**src/sv/sots_pkg.sv**
```systemverilog
package sots_pkg;

  localparam int TABLE_DEPTH_DEF = 64;
  localparam int MAG_W = 33;

  typedef struct packed {
    logic        is_query;
    logic [5:0]  entry_index;
    logic [15:0] entry_soc;
    logic [15:0] entry_ocv;
    logic [15:0] measured_ocv;
    logic [15:0] prev_soc;
    logic [1:0]  charge_direction;
  } item_t;

  function automatic logic [15:0] dist16(input logic [15:0] a, input logic [15:0] b);
    return (a > b) ? (a - b) : (b - a);
  endfunction

  // charging wants cand >= prev, discharging wants cand <= prev
  function automatic logic dir_ok(input logic [15:0] c, input logic [15:0] p,
                                  input logic [1:0] dir);
    logic r;
    if (dir[1]) r = (c >= p);
    else if (dir[0]) r = (c <= p);
    else r = 1'b1;
    return r;
  endfunction

  function automatic logic [15:0] clamp_soc(input logic signed [17:0] x,
                                            input logic [15:0] lo, input logic [15:0] hi);
    logic [15:0] r;
    if (x < $signed({2'b00, lo})) r = lo;
    else if (x > $signed({2'b00, hi})) r = hi;
    else r = x[15:0];
    return r;
  endfunction

endpackage

```
**src/sv/sots_front.sv**
```systemverilog
module sots_front (
  input  logic            clk,
  input  logic            rst_n,
  input  logic            in_valid,
  output logic            in_stall,
  input  sots_pkg::item_t in_item,
  output logic            q_valid,
  output sots_pkg::item_t q_item,
  input  logic            q_pop
);

  sots_pkg::item_t fifo_r [2];
  logic            wr_ptr_r;
  logic            rd_ptr_r;
  logic [1:0]      count_r;
  logic            push;
  logic            pop;

  assign in_stall = (count_r == 2'd2);
  assign push     = in_valid && !in_stall;
  assign q_valid  = (count_r != 2'd0);
  assign pop      = q_pop && q_valid;
  assign q_item   = fifo_r[rd_ptr_r];

  always_ff @(posedge clk) begin
    if (push) begin
      fifo_r[wr_ptr_r] <= in_item;
    end
    if (!rst_n) begin
      wr_ptr_r <= 1'b0;
      rd_ptr_r <= 1'b0;
      count_r  <= 2'd0;
    end else begin
      if (push) wr_ptr_r <= !wr_ptr_r;
      if (pop) rd_ptr_r <= !rd_ptr_r;
      count_r <= count_r + {1'b0, push} - {1'b0, pop};
    end
  end

endmodule

```
**config.mk**
```make
export PLATFORM = sky130hd
export DESIGN_NAME = sots_front
export DESIGN_NICKNAME = d
export VERILOG_FILES = /design/src/sv/sots_pkg.sv /design/src/sv/sots_front.sv
export SDC_FILE = /design/constraint.sdc
export NUM_CORES = 1
export LEC_CHECK = 0
export ABC_AREA = 1
export CAP_MARGIN = 20
export CORE_ASPECT_RATIO = 0.8
export CORE_UTILIZATION = 65
export CTS_BUF_LIST = sky130_fd_sc_hd__clkbuf_8
export CTS_CLUSTER_SIZE = 24
export DETAILED_ROUTE_END_ITERATION = 8
export DONT_BUFFER_PORTS = 1
export GPL_ROUTABILITY_DRIVEN = 1
export HOLD_SLACK_MARGIN = 0.03
export PLACE_DENSITY = 0.81
export SETUP_SLACK_MARGIN = 0.1
export SLEW_MARGIN = 20
export SYNTH_ARGS = -nofsm -noshare
export SYNTH_HDL_FRONTEND = slang
export SYNTH_SLANG_ARGS = --single-unit
export TNS_END_PERCENT = 100
```
**constraint.sdc**
```tcl
create_clock -name clk -period 5.4 [get_ports clk]
set_input_delay 0.27 -clock clk [delete_from_list [all_inputs] [get_ports clk]]
set_output_delay 0.27 -clock clk [all_outputs]
set_load 0.02 [all_outputs]
```
==> key figures <==
Worst hold path
  • WHS Endpoint: wr_ptr_r$_SDFFE_PN0N_
  • Hold crit path type: primary input to flip-flop
  • Hold Crit Start: in_valid
  • Hold path depth: 3

Critical path
  • R2r endpoint: fifo_r[1][11]$_DFFE_PP_
  • Crit path required time: 5130 ps
  • Crit. End Element: primary output
  • Reg2Reg Depth: 5
  • CP arrival: roughly 2400 ps
  • Startpoint types: flip-flop
  • Setup CP Type: flip-flop to primary output
  • Reg2Reg Setup Slack: roughly 3300 ps
  • Critical path fanouts, max: 43
  • Reg2Reg Launch Point: count_r[0]$_SDFF_PN0_

Global route
  • Global Route Usage Sum: 0.2267
  • Grt total ovfl: 0
  • Initial antenna violation count: 0
  • First-pass GRT wire length: about 15,000 um
  • Largest net degree at the start of global routing: approximately 60
  • Vias in the first global route: between 2,000 and 3,000

Timing
  • Final Hold Fails: 0
  • Relative slew slack: 0.4510
  • Final setup violation count: 0
  • Fmax: roughly 380 MHz
  • Max Slew Vio Count: 0
  • Clock period minus worst slack: around 2700 ps
  • RSZ-0062 raised after global routing: false
  • Fin crit share: 0.4924
  • Setup Skew: about 14 ps
  • Setup TNS: 0 ps
  • Slew @ Worst Pin: 823.5 ps

Clock network
  • TritonCTS clock tree: built
  • CTS max path bufs: 2
  • Setup Fix Bufs, Post-CTS: 0
  • CTS Sinks: roughly 150
  • # H-tree levels: 4
  • Root Buffer: clkbuf_8
  • CTS Buf Count: 17
  • PostCTS Resize Cnt: 0
  • Worst skew pair latency: between 400 and 500 ps
  • Reg clk slew, reported paths: 80 ps

Detailed routing
  • Routed Wire Length: about 10,000 um
  • Vias/cell: roughly 5.6
  • ANT nets after route: 0
  • DR vias: about 2,700
  • Drc violations: 0
  • DR WL/cell: 21.53 um
  • First DRT Iteration DRCs: ~110
  • First drt pass iteration count: 4

Die
  • # IOs: 152
  • Full die area: approximately 9400 sq um
  • Core Footprint: between 8000 and 9000 sq um
  • Die W: approximately 110 um
  • Initial Util: 0.6793
  • FP Rows: 30
  • DIE HEIGHT: 86.96 um

Synth
  • FF+latch count, synth: roughly 150
  • Multiplexer share of the synthesized area: 0.1850
  • Synthesized cell area: 5864 sq um
  • Largest family of logic cells by synthesized area: multiplexers
  • Avg Cell Area, Syn: ~22 sq um
  • Ys Warns: 0
  • Post-synthesis xor/xnor area fraction: 0
  • Synth unique cells: 12
  • Adder-cell share of the synthesized area: 0.004267
  • Post-Synthesis Cells: 264
  • Synthesized Nets: 343
  • Post-Synth Simple-Gate Area: 0.01344
  • Seq/Total Area, Yosys: 0.7647
  • Compound-Gate Fraction of Synth Area: 0.001707

Placed design
  • Input/output buffers: 0
  • Post-DP Area: slightly below 6000 sq um
  • GPL Wtd Cong: between 0.7 and 0.8
  • DP HPWL: 5628 um

Pwr
  • Peak VDD IR: 0.3540 mV
  • Power per cell area: between 400 and 500 nW/um^2
  • Pleak: around 2.6 nW

Outcome
  • Run status: finished clean

Finish
  • Post-layout instance area: 7062 sq um
  • Area Growth Syn to Fin: 20.42%
  • Final net count: 434
  • Layout cells sized above 1: 0.2962
  • Final core occ: 0.8180
  • Ant. Diodes: 0

Flow run
  • Max-cap violation count: 0
-- layout make-up --
type	instances	area, sq um
Fill cell	414	1572
Inverter	8	30.03
Timing Repair Buffer	80	810.8
Clock buffer	17	234.0
Tap cell	112	140.1
Sequential cell	151	4488
Multi-Input combinational cell	97	1206
Clock inverter	15	152.6
-- per-layer routing --
metal / routed length (um) / track usage / part of all wire / vias to the layer above
li1: - / - / - / 1204
met4: 210 / 0.09215 / 0.020 / 0
met1: 3849 / 0.2462 / 0.37 / 1343
met5: 0 / 0 / 0 / -
met3: 942 / 0.1040 / 0.091 / 17
met2: 5330 / 0.3868 / 0.52 / 133
-- where the power goes --
part / internal [mW] / leakage, nW / switching [mW]
Combinational: 0.349 / 0.967 / 0.480
Clock: 0.411 / 0.186 / 0.430
Sequential: 1.48 / 1.41 / 0.0971
-- flip-flops by register name, indices dropped and copies added (netlist names), named ones only --
register,cells
count_r,2
wr_ptr_r,1
rd_ptr_r,1
fifo_r,146
-- per-stage QoR --
| stage | total power, mW | std cells | hold WS (ps) | worst slack, ps |
|---|---|---|---|---|
| 2_1_floorplan | 2.325 | 264 | 363.5 | 1289 |
| 3_3_place_gp | 2.346 | 371 | 365.2 | 2947 |
| 3_5_place_dp | 2.378 | 372 | 368.8 | 3167 |
| 4_1_cts | 3.249 | 480 | 75.29 | 2697 |
| 5_1_grt | 3.362 | 480 | 176.4 | 2634 |
| 6_report | 3.249 | 480 | 138.7 | 2741 |
-- layout by cell type (no fill, tap or decap) --
master / n
edfxtp_1: 146
nand2_1: 9
mux2_2: 3
buf_4: 3
a21oi_1: 2
clkbuf_8: 17
clkinv_1: 1
dfxtp_1: 4
clkinv_4: 1
inv_2: 1
inv_1: 9
mux2_4: 70
dlygate4sd3_1: 76
bufinv_16: 2
inv_6: 4
buf_16: 1
nor2_4: 1
nand3_1: 3
nor2_1: 7
dfxtp_4: 1
clkinvlp_4: 5
ha_1: 2
-- what timing repair did --
| item | 4_1_cts | 5_1_grt |
|---|---|---|
| hold buffers | 76 | 0 |
| hold endpoints to repair | 151 | 0 |
| setup endpoints to repair | 0 | 0 |
-- kinds of logic after synthesis --
| family | after synthesis |
|---|---|
| AO/OA/AOI/OAI | 2 |
| buffers and inverters | 16 |
| flip-flops | 151 |
| multiplexers | 73 |
| adder cells (fa/ha/maj) | 2 |
| AND/OR/NAND/NOR | 20 |
-- Yosys cell counts --
| cell type | n | area share |
|---|---|---|
| buf_6 | 1 | 0.0019 |
| inv_1 | 8 | 0.0051 |
| mux2_2 | 3 | 0.0058 |
| a21oi_1 | 2 | 0.0017 |
| dfxtp_1 | 5 | 0.017 |
| nand2_1 | 9 | 0.0058 |
| nand3_1 | 3 | 0.0026 |
| buf_12 | 7 | 0.024 |
| edfxtp_1 | 146 | 0.75 |
| mux2_4 | 70 | 0.18 |
| nor2_1 | 8 | 0.0051 |
| ha_1 | 2 | 0.0043 |
-- critical path: stages, from the launching register on --
cell and delay [ps]:
dfxtp_4 880, buf_4 600, mux2_2 470
-- worst max path at each step --
stage	startpoint	endpoint	slack, ps	depth (start not counted)
floorplan	count_r[0]$_SDFF_PN0_	fifo_r[0][0]$_DFFE_PP_	1290	4
global placement	count_r[0]$_SDFF_PN0_	fifo_r[0][50]$_DFFE_PP_	2950	5
detailed placement	flip-flop	q_item[1]	3170	2
CTS	flip-flop	q_item[1]	2700	2
global route	flip-flop	q_item[1]	2630	2
finish	flip-flop	q_item[1]	2740	2
(Power assumes the default switching activity.)
