### config.mk
export PLATFORM = sky130hd
export DESIGN_NAME = sots_engine
export DESIGN_NICKNAME = d
export VERILOG_FILES = /design/src/sv/sots_pkg.sv /design/src/sv/sots_engine.sv
export SDC_FILE = /design/constraint.sdc
export NUM_CORES = 2
export LEC_CHECK = 0
export BUFFER_PORTS_ARGS = -buffer_cell sky130_fd_sc_hd__buf_4
export CAP_MARGIN = 10
export CORE_ASPECT_RATIO = 1.75
export CORE_MARGIN = 2
export CORE_UTILIZATION = 30
export CTS_BUF_LIST = sky130_fd_sc_hd__clkbuf_8
export CTS_CLUSTER_DIAMETER = 120
export DETAILED_ROUTE_END_ITERATION = 16
export GPL_TIMING_DRIVEN = 0
export PLACE_DENSITY = 0.44
export SYNTH_ARGS = -nofsm -noshare
export SYNTH_HDL_FRONTEND = slang
export SYNTH_SLANG_ARGS = --single-unit
export TNS_END_PERCENT = 10
### constraint.sdc
create_clock -name clk -period 13.4 [get_ports clk]
set_clock_uncertainty 0.2 [all_clocks]
set_input_delay 0.67 -clock clk [delete_from_list [all_inputs] [get_ports clk]]
set_output_delay 0.67 -clock clk [all_outputs]
set_load 0.01 [all_outputs]
### src/sv/sots_pkg.sv
package sots_pkg;

  localparam int TABLE_DEPTH_DEF = 64;
  localparam int MAG_W = 33;

  typedef struct packed {
    logic        is_query;
    logic [5:0]  entry_index;
    logic [15:0] entry_soc;
    logic [15:0] entry_ocv;
    logic [15:0] measured_ocv;
    logic [15:0] prev_soc;
    logic [1:0]  charge_direction;
  } item_t;

  function automatic logic [15:0] dist16(input logic [15:0] a, input logic [15:0] b);
    return (a > b) ? (a - b) : (b - a);
  endfunction

  // charging wants cand >= prev, discharging wants cand <= prev
  function automatic logic dir_ok(input logic [15:0] c, input logic [15:0] p,
                                  input logic [1:0] dir);
    logic r;
    if (dir[1]) r = (c >= p);
    else if (dir[0]) r = (c <= p);
    else r = 1'b1;
    return r;
  endfunction

  function automatic logic [15:0] clamp_soc(input logic signed [17:0] x,
                                            input logic [15:0] lo, input logic [15:0] hi);
    logic [15:0] r;
    if (x < $signed({2'b00, lo})) r = lo;
    else if (x > $signed({2'b00, hi})) r = hi;
    else r = x[15:0];
    return r;
  endfunction

endpackage

### src/sv/sots_engine.sv
module sots_engine #(
  parameter int TABLE_DEPTH = sots_pkg::TABLE_DEPTH_DEF
) (
  input  logic            clk,
  input  logic            rst_n,
  input  logic            cfg_we,
  input  logic [6:0]      cfg_data,
  input  logic            q_valid,
  input  sots_pkg::item_t q_item,
  output logic            q_pop,
  output logic            out_valid,
  input  logic            out_stall,
  output logic [15:0]     out_soc_estimate,
  output logic            out_interval_found,
  output logic            out_table_too_short
);

  localparam int AW = (TABLE_DEPTH > 1) ? $clog2(TABLE_DEPTH) : 1;
  localparam int NW = $clog2(TABLE_DEPTH + 1);
  localparam int MW = sots_pkg::MAG_W;
  localparam int CW = $clog2(MW + 1);

  typedef enum logic [11:0] {
    S_IDLE  = 12'b000000000001,
    S_LO    = 12'b000000000010,
    S_HI    = 12'b000000000100,
    S_ROW   = 12'b000000001000,
    S_CHK   = 12'b000000010000,
    S_DVI   = 12'b000000100000,
    S_DIV   = 12'b000001000000,
    S_CAND  = 12'b000010000000,
    S_SCORE = 12'b000100000000,
    S_NEXT  = 12'b001000000000,
    S_FIN   = 12'b010000000000,
    S_OUT   = 12'b100000000000
  } state_t;

  state_t state_r, state_nxt;

  logic [15:0] soc_mem [TABLE_DEPTH];
  logic [15:0] ocv_mem [TABLE_DEPTH];
  logic [15:0] rd_soc_r, rd_ocv_r;
  logic [AW-1:0] rd_addr;

  logic [6:0]    ent_r;
  logic [NW-1:0] n_sat;
  logic [AW-1:0] last_r;
  logic [AW-1:0] i_r;

  logic [15:0] meas_r, prev_r, lo_r, hi_r;
  logic [1:0]  dir_r;
  logic [15:0] a_soc_r, a_ocv_r, b_soc_r, b_ocv_r;
  logic [15:0] vmin_r, smin_r, vmax_r, smax_r;
  logic [15:0] cand_r;
  logic        found_r;
  logic [16:0] best_sc_r;
  logic [15:0] best_r;

  logic signed [33:0] prod_r;
  logic [15:0]        den_r;
  logic               neg_r;
  logic [16:0]        rem_r;
  logic [MW-1:0]      quo_r;
  logic [CW-1:0]      cnt_r;

  logic [15:0] res_soc_r;
  logic        res_found_r, res_short_r;
  logic        out_valid_r;
  logic [15:0] out_soc_r;
  logic        out_found_r, out_short_r;

  logic        hit;
  logic        flat;
  logic [15:0] vl, vh;
  logic [15:0] fa, fb, fc, fo;
  logic signed [16:0] dv, ds, dd;
  logic signed [33:0] prod;
  logic [16:0] dtry;
  logic [15:0] qmag;
  logic signed [17:0] qs;
  logic [16:0] sc;
  logic        near_min;
  logic [15:0] c1, c2, fbest;
  logic [15:0] prev_cl;
  logic        out_free;

  assign n_sat  = ({25'd0, ent_r} > 32'(TABLE_DEPTH)) ? NW'(TABLE_DEPTH) : NW'(ent_r);
  assign q_pop  = (state_r == S_IDLE) && q_valid;
  assign out_free = !out_valid_r || !out_stall;

  assign out_valid           = out_valid_r;
  assign out_soc_estimate    = out_soc_r;
  assign out_interval_found  = out_found_r;
  assign out_table_too_short = out_short_r;

  always_comb begin
    case (state_r)
      S_LO:    rd_addr = last_r;
      S_HI:    rd_addr = AW'(1);
      S_NEXT:  rd_addr = i_r + 1'b1;
      default: rd_addr = '0;
    endcase
  end

  always_comb begin
    vl   = (a_ocv_r < b_ocv_r) ? a_ocv_r : b_ocv_r;
    vh   = (a_ocv_r < b_ocv_r) ? b_ocv_r : a_ocv_r;
    hit  = (meas_r >= vl) && (meas_r <= vh);
    flat = (a_ocv_r == b_ocv_r);
    fa   = (a_soc_r <= b_soc_r) ? a_soc_r : b_soc_r;
    fb   = (a_soc_r <= b_soc_r) ? b_soc_r : a_soc_r;
    if (dir_r[1]) fc = fb;
    else if (dir_r[0]) fc = fa;
    else fc = (sots_pkg::dist16(fa, prev_r) <= sots_pkg::dist16(fb, prev_r)) ? fa : fb;
    fo = (fc == fa) ? fb : fa;
    if (dir_r != 2'b00 && !sots_pkg::dir_ok(fc, prev_r, dir_r) &&
        sots_pkg::dir_ok(fo, prev_r, dir_r)) begin
      fc = fo;
    end
    dv   = $signed({1'b0, meas_r}) - $signed({1'b0, a_ocv_r});
    ds   = $signed({1'b0, b_soc_r}) - $signed({1'b0, a_soc_r});
    dd   = $signed({1'b0, b_ocv_r}) - $signed({1'b0, a_ocv_r});
    prod = dv * ds;
    dtry = {rem_r[15:0], quo_r[MW-1]};
    qmag = quo_r[15:0];
    qs   = neg_r ? -$signed({2'b00, qmag}) : $signed({2'b00, qmag});
    sc   = {(dir_r != 2'b00) && !sots_pkg::dir_ok(cand_r, prev_r, dir_r),
            sots_pkg::dist16(cand_r, prev_r)};
    near_min = sots_pkg::dist16(meas_r, vmin_r) <= sots_pkg::dist16(meas_r, vmax_r);
    c1 = near_min ? smin_r : smax_r;
    c2 = near_min ? smax_r : smin_r;
    if (dir_r != 2'b00 && sots_pkg::dir_ok(c1, prev_r, dir_r)) fbest = c1;
    else if (dir_r != 2'b00 && sots_pkg::dir_ok(c2, prev_r, dir_r)) fbest = c2;
    else fbest = (sots_pkg::dist16(c1, prev_r) <= sots_pkg::dist16(c2, prev_r)) ? c1 : c2;
    prev_cl = sots_pkg::clamp_soc($signed({2'b00, prev_r}), lo_r, rd_soc_r);
  end

  always_comb begin
    state_nxt = state_r;
    case (state_r)
      S_IDLE: begin
        if (q_valid && q_item.is_query) state_nxt = (n_sat < NW'(2)) ? S_OUT : S_LO;
      end
      S_LO:    state_nxt = S_HI;
      S_HI:    state_nxt = S_ROW;
      S_ROW:   state_nxt = S_CHK;
      S_CHK:   state_nxt = !hit ? S_NEXT : (flat ? S_SCORE : S_DVI);
      S_DVI:   state_nxt = S_DIV;
      S_DIV:   state_nxt = (cnt_r == CW'(MW - 1)) ? S_CAND : S_DIV;
      S_CAND:  state_nxt = S_SCORE;
      S_SCORE: state_nxt = S_NEXT;
      S_NEXT:  state_nxt = (i_r == last_r) ? S_FIN : S_ROW;
      S_FIN:   state_nxt = S_OUT;
      S_OUT:   state_nxt = out_free ? S_IDLE : S_OUT;
      default: state_nxt = S_IDLE;
    endcase
  end

  always_ff @(posedge clk) begin
    rd_soc_r <= soc_mem[rd_addr];
    rd_ocv_r <= ocv_mem[rd_addr];
    if (state_r == S_IDLE && q_valid && !q_item.is_query &&
        32'(q_item.entry_index) < TABLE_DEPTH) begin
      soc_mem[AW'(q_item.entry_index)] <= q_item.entry_soc;
      ocv_mem[AW'(q_item.entry_index)] <= q_item.entry_ocv;
    end
  end

  always_ff @(posedge clk) begin
    case (state_r)
      S_IDLE: begin
        meas_r  <= q_item.measured_ocv;
        prev_r  <= q_item.prev_soc;
        dir_r   <= q_item.charge_direction;
        last_r  <= AW'(n_sat - 1'b1);
        found_r <= 1'b0;
        res_soc_r   <= q_item.prev_soc;
        res_found_r <= 1'b0;
        res_short_r <= 1'b1;
      end
      S_LO: begin
        lo_r    <= rd_soc_r;
        a_soc_r <= rd_soc_r;
        a_ocv_r <= rd_ocv_r;
        vmin_r  <= rd_ocv_r;
        vmax_r  <= rd_ocv_r;
        smin_r  <= rd_soc_r;
        smax_r  <= rd_soc_r;
      end
      S_HI: begin
        hi_r   <= rd_soc_r;
        prev_r <= prev_cl;
        i_r    <= AW'(1);
      end
      S_ROW: begin
        b_soc_r <= rd_soc_r;
        b_ocv_r <= rd_ocv_r;
        if (rd_ocv_r < vmin_r) begin
          vmin_r <= rd_ocv_r;
          smin_r <= rd_soc_r;
        end
        if (rd_ocv_r > vmax_r) begin
          vmax_r <= rd_ocv_r;
          smax_r <= rd_soc_r;
        end
      end
      S_CHK: begin
        cand_r <= sots_pkg::clamp_soc($signed({2'b00, fc}), lo_r, hi_r);
        prod_r <= prod;
        den_r  <= dd[16] ? 16'(-dd) : dd[15:0];
        neg_r  <= dd[16];
      end
      S_DVI: begin
        neg_r <= neg_r ^ prod_r[33];
        quo_r <= prod_r[33] ? MW'(-prod_r) : prod_r[MW-1:0];
        rem_r <= '0;
        cnt_r <= '0;
      end
      S_DIV: begin
        if (dtry >= {1'b0, den_r}) begin
          rem_r <= dtry - {1'b0, den_r};
          quo_r <= {quo_r[MW-2:0], 1'b1};
        end else begin
          rem_r <= dtry;
          quo_r <= {quo_r[MW-2:0], 1'b0};
        end
        cnt_r <= cnt_r + 1'b1;
      end
      S_CAND: begin
        cand_r <= sots_pkg::clamp_soc($signed({2'b00, a_soc_r}) + qs, lo_r, hi_r);
      end
      S_SCORE: begin
        if (!found_r || sc < best_sc_r) begin
          found_r   <= 1'b1;
          best_sc_r <= sc;
          best_r    <= cand_r;
        end
      end
      S_NEXT: begin
        a_soc_r <= b_soc_r;
        a_ocv_r <= b_ocv_r;
        i_r     <= i_r + 1'b1;
      end
      S_FIN: begin
        res_short_r <= 1'b0;
        res_found_r <= found_r;
        res_soc_r   <= found_r ? best_r
                               : sots_pkg::clamp_soc($signed({2'b00, fbest}), lo_r, hi_r);
      end
      default: begin
      end
    endcase
    if (state_r == S_OUT && out_free) begin
      out_soc_r   <= res_soc_r;
      out_found_r <= res_found_r;
      out_short_r <= res_short_r;
    end
    if (!rst_n) begin
      state_r     <= S_IDLE;
      ent_r       <= '0;
      out_valid_r <= 1'b0;
    end else begin
      state_r <= state_nxt;
      if (cfg_we) ent_r <= cfg_data;
      if (state_r == S_OUT && out_free) out_valid_r <= 1'b1;
      else if (!out_stall) out_valid_r <= 1'b0;
    end
  end

endmodule

==> flow_metrics.env <==
export IMPL_hold_ws_ns=0.0521
export IMPL_path_max_fanout=10
export IMPL_cts_buffer_depth=4
export IMPL_cts_tree="done"
export IMPL_path_buf_inv=12
export IMPL_powerDensity_nw_per_um2=243
export IMPL_drt_pass1_iter_count=6
export IMPL_crit_top_cell="buf_4"
export IMPL_dp_hpwl_um=411000
export IMPL_synth_distinct_cells=90
export IMPL_row_count=322
export IMPL_multiInputGateArea_um2=54300
export IMPL_nFillCells=43600
export IMPL_hold_viol=0
export IMPL_path_clk_slew_ns=0.07
export IMPL_clock_sinks=2498
export IMPL_drc=0
export IMPL_start_util_pct=30.1
export IMPL_die_y_um=881
export IMPL_start_kind="flop"
export IMPL_clock_fmax_mhz=76.2
export IMPL_maxCapViolations=0
export IMPL_synth_fp_nets=12100
export IMPL_drive_gt1_share_pct=11.2
export IMPL_tightest_slew_ns=1.39
export IMPL_post_drt_wl_per_cell_um=30.8
export IMPL_routed_wl_um=553000
export IMPL_ys_ff_latch=2498
export IMPL_fin_util_pct=34.9
export IMPL_worstReg2RegStart="meas_r[0]"
export IMPL_design_die_area_um2=445000
export IMPL_regArea_um2=74500
export IMPL_yosys_warnings=0
export IMPL_slew_limit_headroom_pct=7.10
export IMPL_ys_seq_area_share_pct=56.5
export IMPL_hold_depth=1
export IMPL_fin_nets=12900
export IMPL_path_delay_family="compound AO/OA/AOI/OAI gates"
export IMPL_layout_worst_path_cycle_share_pct=98.0
export IMPL_cts_htree_levels=5
export IMPL_grtUsageTotal_pct=24.2
export IMPL_antenna_found_initial=30
export IMPL_hp_class="input port to flop"
export IMPL_crit_cells=62
export IMPL_ioPinCount=105
export IMPL_worstPathRequired_ns=14.00
export IMPL_slowest_delay_ns=0.49
export IMPL_place_gp_congestion=1.04
export IMPL_syn_instance_count=11000
export IMPL_worstSetupPathType="flop to flop"
export IMPL_root_buffer="clkbuf_8"
export IMPL_synthArstFlopShare_pct=0
export IMPL_first_iter_violations=7420
export IMPL_numPortBuffers=100
export IMPL_avgViaCountPerCell=5.24
export IMPL_cp_slowest_cell="or4_4"
export IMPL_setup_viol=0
export IMPL_critPathLaunch="meas_r[0]"
export IMPL_grt_pass1_wl_um=755000
export IMPL_syn_to_final_growth_pct=16.1
export IMPL_grt_max_degree=65
export IMPL_reg2reg_depth=62
export IMPL_grt_overflow_total=0
export IMPL_grt_pass1_vias=98400
export IMPL_route_vias_total=94200
export IMPL_synth_edf_count=2446
export IMPL_syn_area_per_cell_um2=12.0
export IMPL_final_cell_mix="edfxtp_1 (2,446), nand2_1 (1,434), inv_1 (758), a211oi_1 (740), ha_1 (650)"
export IMPL_p_leak_nw=54.7
export IMPL_vdd_drop_max_mv=1.01
export IMPL_holdCritStartpoint="q_item[37]"
export IMPL_ys_dominant_reg_cell="edfxtp_1"
export IMPL_clk_latency_ns=1.13
export IMPL_status="finished clean"
export IMPL_cp_data_arrival_time_ns=13.73
export IMPL_finalMaxSlewViolations=0
export IMPL_endpoint_kind="flop"
export IMPL_fp_coreArea_um2=438000
export IMPL_final_antenna_net_count=0
export IMPL_cts_inserted_buffers=393
export IMPL_synthesis_area_um2=132000
export IMPL_die_w_um=505
export IMPL_period_needed_ns=13.13
export IMPL_layout_commonest_cell="edfxtp_1"
final cells by class:
class | count | area share (%)
multi-input combinational | 7250 | 35.4
buffer | 592 | 1.65
tap | 5832 | 4.77
inverter | 641 | 1.57
timing repair buffer | 413 | 3.11
clock inverter | 296 | 1.13
sequential | 2498 | 48.6
antenna | 26 | 0.0425
clock buffer | 406 | 3.65
state kept, by name, summed over array words and instances (netlist names), 17 cells and up:
name / cells
ocv_mem: 1024
soc_mem: 1024
prod_r: 34
quo_r: 33
best_sc_r: 17
report_power, final:
part           switching [W]  total (W)  internal (W)  leakage [nW]
clock network        0.00323    0.00635       0.00312          4.15
registers           0.000129    0.00966       0.00953          22.5
logic                 0.0125     0.0211       0.00868          28.1
total                 0.0158     0.0371        0.0213          54.7
synth_stat cells (71+ instances only):
master / instances / area share (%)
nor2b_1: 587 / 2.8
a31oi_1: 273 / 1.3
mux2_2: 105 / 0.90
a211oi_1: 766 / 4.4
clkbuf_1: 493 / 1.4
a311oi_1: 257 / 1.7
fa_1: 315 / 4.8
xor2_1: 105 / 0.70
a21o_1: 186 / 1.1
nand3_1: 71 / 0.27
ha_1: 674 / 6.4
nand4_1: 74 / 0.35
a21oi_1: 623 / 2.4
nor2_1: 451 / 1.3
inv_1: 640 / 1.8
edfxtp_1: 2446 / 56
nand2_1: 1441 / 4.1
o21ai_0: 255 / 0.97
xnor2_1: 191 / 1.3
mux2i_1: 178 / 1.4
stage by stage:
stage	cells	setup WS [ns]	total power (W)	TNS (ns)	cell area (um2)
3_5_place_dp	17100	-3.71	0.0303	-109.47	143000
6_report	18000	0.274	0.0371	0	153000
4_1_cts	17900	-0.00154	0.0372	-0.00241	152000
5_1_grt	17900	-0.115	0.0400	-1.60	153000
3_3_place_gp	16900	-4.73	0.0302	-5594.80	140000
2_1_floorplan	11000	0.704	0.0240	0	132000
what timing repair did:
action,in CTS,in global routing
buffers inserted,54,43
cloned,0,1
hold endpoints to repair,255,0
pin swaps,36,48
gates resized for setup,162,118
hold buffers,70,0
endpoints found under the setup margin,32,32
worst reg2reg max path: cells and delay by family (launching register included):
family,cells,cell delay (ns)
AOI/OAI and AO/OA,24,4.03
and+or+nand+nor,14,2.88
adders and majority gates,6,1.87
buffers and inverters,12,1.83
muxes,3,1.00
xor gates and xnor gates,3,0.62
DFF,1,0.43
cells by family (layout without fill, tap and decap cells):
family,Yosys count,in the layout,share of synthesized area [%]
AO/OA/AOI/OAI,2718,2718,14.0
XOR/XNOR,297,297,1.98
adder cells (fa/ha/maj),989,989,11.2
buffers and inverters,1244,2348,3.62
flip-flops,2498,2498,56.5
multiplexers,283,283,2.25
other,0,26,0
AND/OR/NAND/NOR,2963,2963,10.4
layer usage:
metal,global-route usage [%],routed length [um],vias up,part of all wire [%]
met3,3.04,22300,1261,4.0
met1,22.6,178000,47500,32
met5,0,61,-,0.011
li1,-,-,42300,-
met2,45.6,294000,3065,53
met4,21.8,58500,10,11
worst paths after layout:
| kind | slack (ns) | to |
|---|---|---|
| setup / recovery | 0.27 | res_soc_r[11] |
| hold / removal | 0.05 | ocv_mem[41][3] |
| setup reg to reg | 0.27 | res_soc_r[11] |
| hold reg to reg | 0.22 | out_soc_estimate[9] |
(Power assumes the default switching activity.)
